File: config.mk
export PLATFORM = sky130hd
export DESIGN_NAME = bpc_div_cell
export DESIGN_NICKNAME = d
export VERILOG_FILES = /design/src/rtl/bpc_pkg.sv /design/src/rtl/bpc_div_cell.sv
export SDC_FILE = /design/constraint.sdc
export NUM_CORES = 1
export LEC_CHECK = 0
export ABC_AREA = 1
export BUFFER_PORTS_ARGS = -buffer_cell sky130_fd_sc_hd__buf_2
export CAP_MARGIN = 5
export CORE_ASPECT_RATIO = 0.5
export CORE_UTILIZATION = 35
export DETAILED_ROUTE_END_ITERATION = 10
export HOLD_SLACK_MARGIN = 0.02
export PLACE_DENSITY_LB_ADDON = 0.1
export SYNTH_ARGS = -nofsm -noshare
export SYNTH_HDL_FRONTEND = slang
export SYNTH_SLANG_ARGS = --single-unit
File: constraint.sdc
create_clock -name clk -period 3.1 [get_ports clk]
set_input_delay 0.31 -clock clk [delete_from_list [all_inputs] [get_ports clk]]
set_output_delay 0.31 -clock clk [all_outputs]
set_load 0.05 [all_outputs]
File: src/rtl/bpc_pkg.sv
// Shared types and constants for the barometer pressure compensation block.
package bpc_pkg;

  // Quotient bits worked out by the divider chain (one bit per cell)
  localparam int Q_W          = 22;
  localparam int PRES_W       = 21;
  localparam int TEMP_W       = 15;
  localparam int CFG_W        = 16;
  localparam int CFG_IDX_W    = 2;
  // Register stages ahead of the divider chain
  localparam int FRONT_STAGES = 8;

  localparam logic [PRES_W-1:0] PRES_MAX = '1;

  // Configuration register indexes
  typedef enum logic [CFG_IDX_W-1:0] {
    REG_COEF_LOW   = 2'd0,
    REG_COEF_MID   = 2'd1,
    REG_COEF_HIGH  = 2'd2,
    REG_OFFSET_MID = 2'd3
  } bpc_reg_t;

  // Control travelling with each request down the pipeline
  typedef struct packed {
    logic valid;
    logic force_zero;
    logic sat;
  } bpc_ctl_t;

endpackage

File: src/rtl/bpc_div_cell.sv
// One restoring-division cell: settles one quotient bit and passes on.
module bpc_div_cell #(
  parameter int W_REM = 139,
  parameter int W_DV  = 113,
  parameter int SHIFT = 0
) (
  input  logic                          clk,
  input  logic                          rst_n,
  input  bpc_pkg::bpc_ctl_t             ctl_i,
  input  logic [W_REM-1:0]              rem_i,
  input  logic [W_DV-1:0]               dv_i,
  input  logic [bpc_pkg::Q_W-1:0]       q_i,
  input  logic [bpc_pkg::TEMP_W-1:0]    temp_i,
  output bpc_pkg::bpc_ctl_t             ctl_o,
  output logic [W_REM-1:0]              rem_o,
  output logic [W_DV-1:0]               dv_o,
  output logic [bpc_pkg::Q_W-1:0]       q_o,
  output logic [bpc_pkg::TEMP_W-1:0]    temp_o
);

  logic [W_REM-1:0]           sh;
  logic                       ge;
  logic [W_REM-1:0]           rem_nxt;
  logic [bpc_pkg::Q_W-1:0]    q_nxt;
  bpc_pkg::bpc_ctl_t          ctl_r;
  logic [W_REM-1:0]           rem_r;
  logic [W_DV-1:0]            dv_r;
  logic [bpc_pkg::Q_W-1:0]    q_r;
  logic [bpc_pkg::TEMP_W-1:0] temp_r;

  // trial subtract of the shifted divisor
  always_comb begin
    sh           = W_REM'(dv_i) << SHIFT;
    ge           = (rem_i >= sh);
    rem_nxt      = ge ? (rem_i - sh) : rem_i;
    q_nxt        = q_i;
    q_nxt[SHIFT] = ge;
  end

  always_ff @(posedge clk) begin
    if (!rst_n) begin
      ctl_r <= '0;
    end else begin
      ctl_r <= ctl_i;
    end
  end

  always_ff @(posedge clk) begin
    rem_r  <= rem_nxt;
    dv_r   <= dv_i;
    q_r    <= q_nxt;
    temp_r <= temp_i;
  end

  assign ctl_o  = ctl_r;
  assign rem_o  = rem_r;
  assign dv_o   = dv_r;
  assign q_o    = q_r;
  assign temp_o = temp_r;

endmodule

==> impl_metrics.ini <==
[run_status]
status = completed

[routing]
wl_um = 127000
vias = 28775
dr.pass1.iters = 6
drt_iter0_drc = 3328
wl_per_cell_um = 21.2
viasPerCell = 4.79
drc_errors = 0
antenna_left = 0

[timing]
finalCritPeriodShare_pct = 98.8
setup_viol = 0
finalCriticalPeriod_ns = 3.06
slew_headroom_pct = 48.2
finalMaxSlewViolations = 0
fmax_mhz = 327
worst_pin_slew_ns = 0.777
finalHoldViolCount = 0

[worst_setup_path]
worst-setup-path-type = in -> reg
arrival_ns = 3.61
crit_fanout = 4
startpoint = dv_i[77]
crit_required_ns = 3.65
startpoint_type = input pin
crit_path_end = rem_o[129]
end_kind = flop

[cts]
cts_buffers = 27
clock-root-buffer = clkbuf_16
cts_setup_buffers = 0
clkTransAtPathRegs_ns = 0.07
cts_sinks = 292
htreeDepth = 1
max-clock-path-buffers = 3
cts_tree = yes

[placed_design]
port_buffers = 584
place_hpwl_um = 107000
gp_congestion = 1.12

[yosys]
synth_edf_count = 0
ys_seq_elements = 292
synthesis.area_um2 = 21700
ys_dominant_reg_cell = dfxtp_1
ys_seq_area_share_pct = 26.9
synthesis.instances = 3880
postSynthAreaPerCell_um2 = 5.60
synth_top_area_share_pct = 29.0
synth_area_leaders = nand2_1 29%, dfxtp_1 27%, inv_1 14%
synthArstFlopShare_pct = 0
yosysWarnings = 0
synth_top_area_cell = nand2_1
yosysUniqueCellTypes = 37
synth_nets = 4288

[die]
core_um2 = 61200
die_w_um = 354
start_util_pct = 35.5
dieArea_um2 = 63100
rows = 64
die_y_um = 178
pin_count = 586

[layout]
syn_to_final_growth_pct = 50.1
final_nets = 5566
fill_cells = 6187
final_layout_size_suffix_gt1_share_pct = 22.0
utilization_pct = 53.3

[global_routing]
grt_max_degree = 38
gr-usage-all-layers_pct = 38.6
grt_pass1_vias = 26458
overflow = 0
grt_pass1_wl_um = 174000
antenna_found_initial = 0

[power]
comb_power_share_pct = 43.3
p_sw_uw = 6130
p_int_uw = 8210
switching_share_pct = 42.7
ir_drop_mv = 0.535
clkPwrFrac_pct = 26.6
power_frac_seq_pct = 30.1
p_per_area_nw_per_um2 = 440
static-leakage-power_uw = 0.0190
power.total_uw = 14300

[flow_run]
drv_cap = 0

[worst_hold_path]
hold_class = in -> reg
cells by family after synthesis:
| logic type | count (synthesis) | synth area share (%) |
|---|---|---|
| AOI/OAI and AO/OA | 185 | 4.83 |
| xor gates and xnor gates | 72 | 2.90 |
| buffers and inverters | 864 | 15.4 |
| DFF | 292 | 26.9 |
| adders and majority gates | 114 | 6.60 |
| and+or+nand+nor | 2353 | 43.3 |
worst max-delay path, stage by stage:
cell and delay (ns):
dlygate4sd3_1 0.52, buf_2 0.11, inv_1 0.04, ha_1 0.45
nand2_1 0.19, nor2_1 0.25, nand2_1 0.20, buf_4 0.18
nor2_1 0.25, nand2_1 0.20, nor2_1 0.27, nand4_1 0.25
nand3_1 0.16, nand2_1 0.07, a21oi_2 0.16
sequential cells by signal, summed over array words and instances, names as in the netlist:
signal  flops
ctl_o       3
rem_o     139
temp_o     15
q_o        22
dv_o      113
stage by stage:
stage | setup WS [ns] | hold slack (ns) | cells | instance area [um^2] | setup TNS [ns]
6_report | 0.0373 | 0.0633 | 6004 | 32600 | 0
5_1_grt | -0.000175 | 0.0706 | 6003 | 32600 | -0.000175
4_1_cts | 0.0166 | 0.0354 | 6003 | 32500 | 0
3_5_place_dp | -0.213 | 0.414 | 5671 | 28700 | -20.53
3_3_place_gp | -0.268 | 0.412 | 5671 | 28700 | -31.76
2_1_floorplan | 0.820 | 0.338 | 3880 | 21700 | 0
power by group through the flow:
| stage | registers, uW | clock network (uW) | logic [uW] |
|---|---|---|---|
| finish | 4320 | 3820 | 6210 |
| global placement | 4380 | 0 | 5730 |
| floorplan | 5980 | 0 | 1920 |
| global route | 4350 | 4000 | 6550 |
| detailed placement | 4380 | 0 | 5750 |
| CTS | 4310 | 3830 | 6050 |
cell usage in the layout (no fill, tap or decap), types with 24 or more instances in the layout:
cell              n
a21oi_1         109
buf_2           584
buf_4           397
clkbuf_16        27
dfxtp_1         292
dlygate4sd3_1   283
ha_1            113
inv_1           809
nand2_1        1670
nand3_1         167
nand4_1          58
nor2_1          368
nor2_2           24
o21ai_0          29
xor2_1           72
cell usage after synthesis (10+ instances only):
master and instances:
a21oi_1 113, a21oi_2 11, buf_2 14, dfxtp_1 292, ha_1 113, inv_1 809, inv_2 24, nand2_1 1678
nand2_2 10, nand3_1 168, nand4_1 58, nor2_1 375, nor2_2 18, nor3_1 22, o21ai_0 29, o21bai_1 23
xor2_1 72
repair_timing:
action	CTS	global route
endpoints found under the setup margin	0	138
hold buffers	283	0
hold endpoints to repair	280	0
gates resized for setup	0	22
final cells by class:
class | instances | area (um^2) | area share [%]
clock inverter | 14 | 214 | 0.656
antenna | 1 | 2.50 | 0.00768
timing repair buffer | 1278 | 9020 | 27.7
sequential | 292 | 5850 | 17.9
inverter | 835 | 3140 | 9.62
clock buffer | 35 | 766 | 2.35
multi-input combinational | 2724 | 12600 | 38.6
tap | 825 | 1030 | 3.17
worst min-delay path by stage:
stage / startpoint / endpoint / slack, ns / cells after the start
2_1_floorplan: dv_i[0] / dv_o[0] / 0.34 / 0
5_1_grt: rem_i[126] / rem_o[126] / 0.07 / 5
6_report: rem_i[126] / rem_o[126] / 0.06 / 5
4_1_cts: rem_i[127] / rem_o[127] / 0.04 / 5
3_3_place_gp: temp_i[5] / temp_o[5] / 0.41 / 1
3_5_place_dp: q_i[17] / q_o[17] / 0.41 / 1
per-layer routing:
layer	share of wire [%]	track usage (%)
met5	0	0
met4	1.8	7.20
met3	12	11.1
met2	40	55.4
met1	47	56.6
Power figures use the tool's default switching activity.
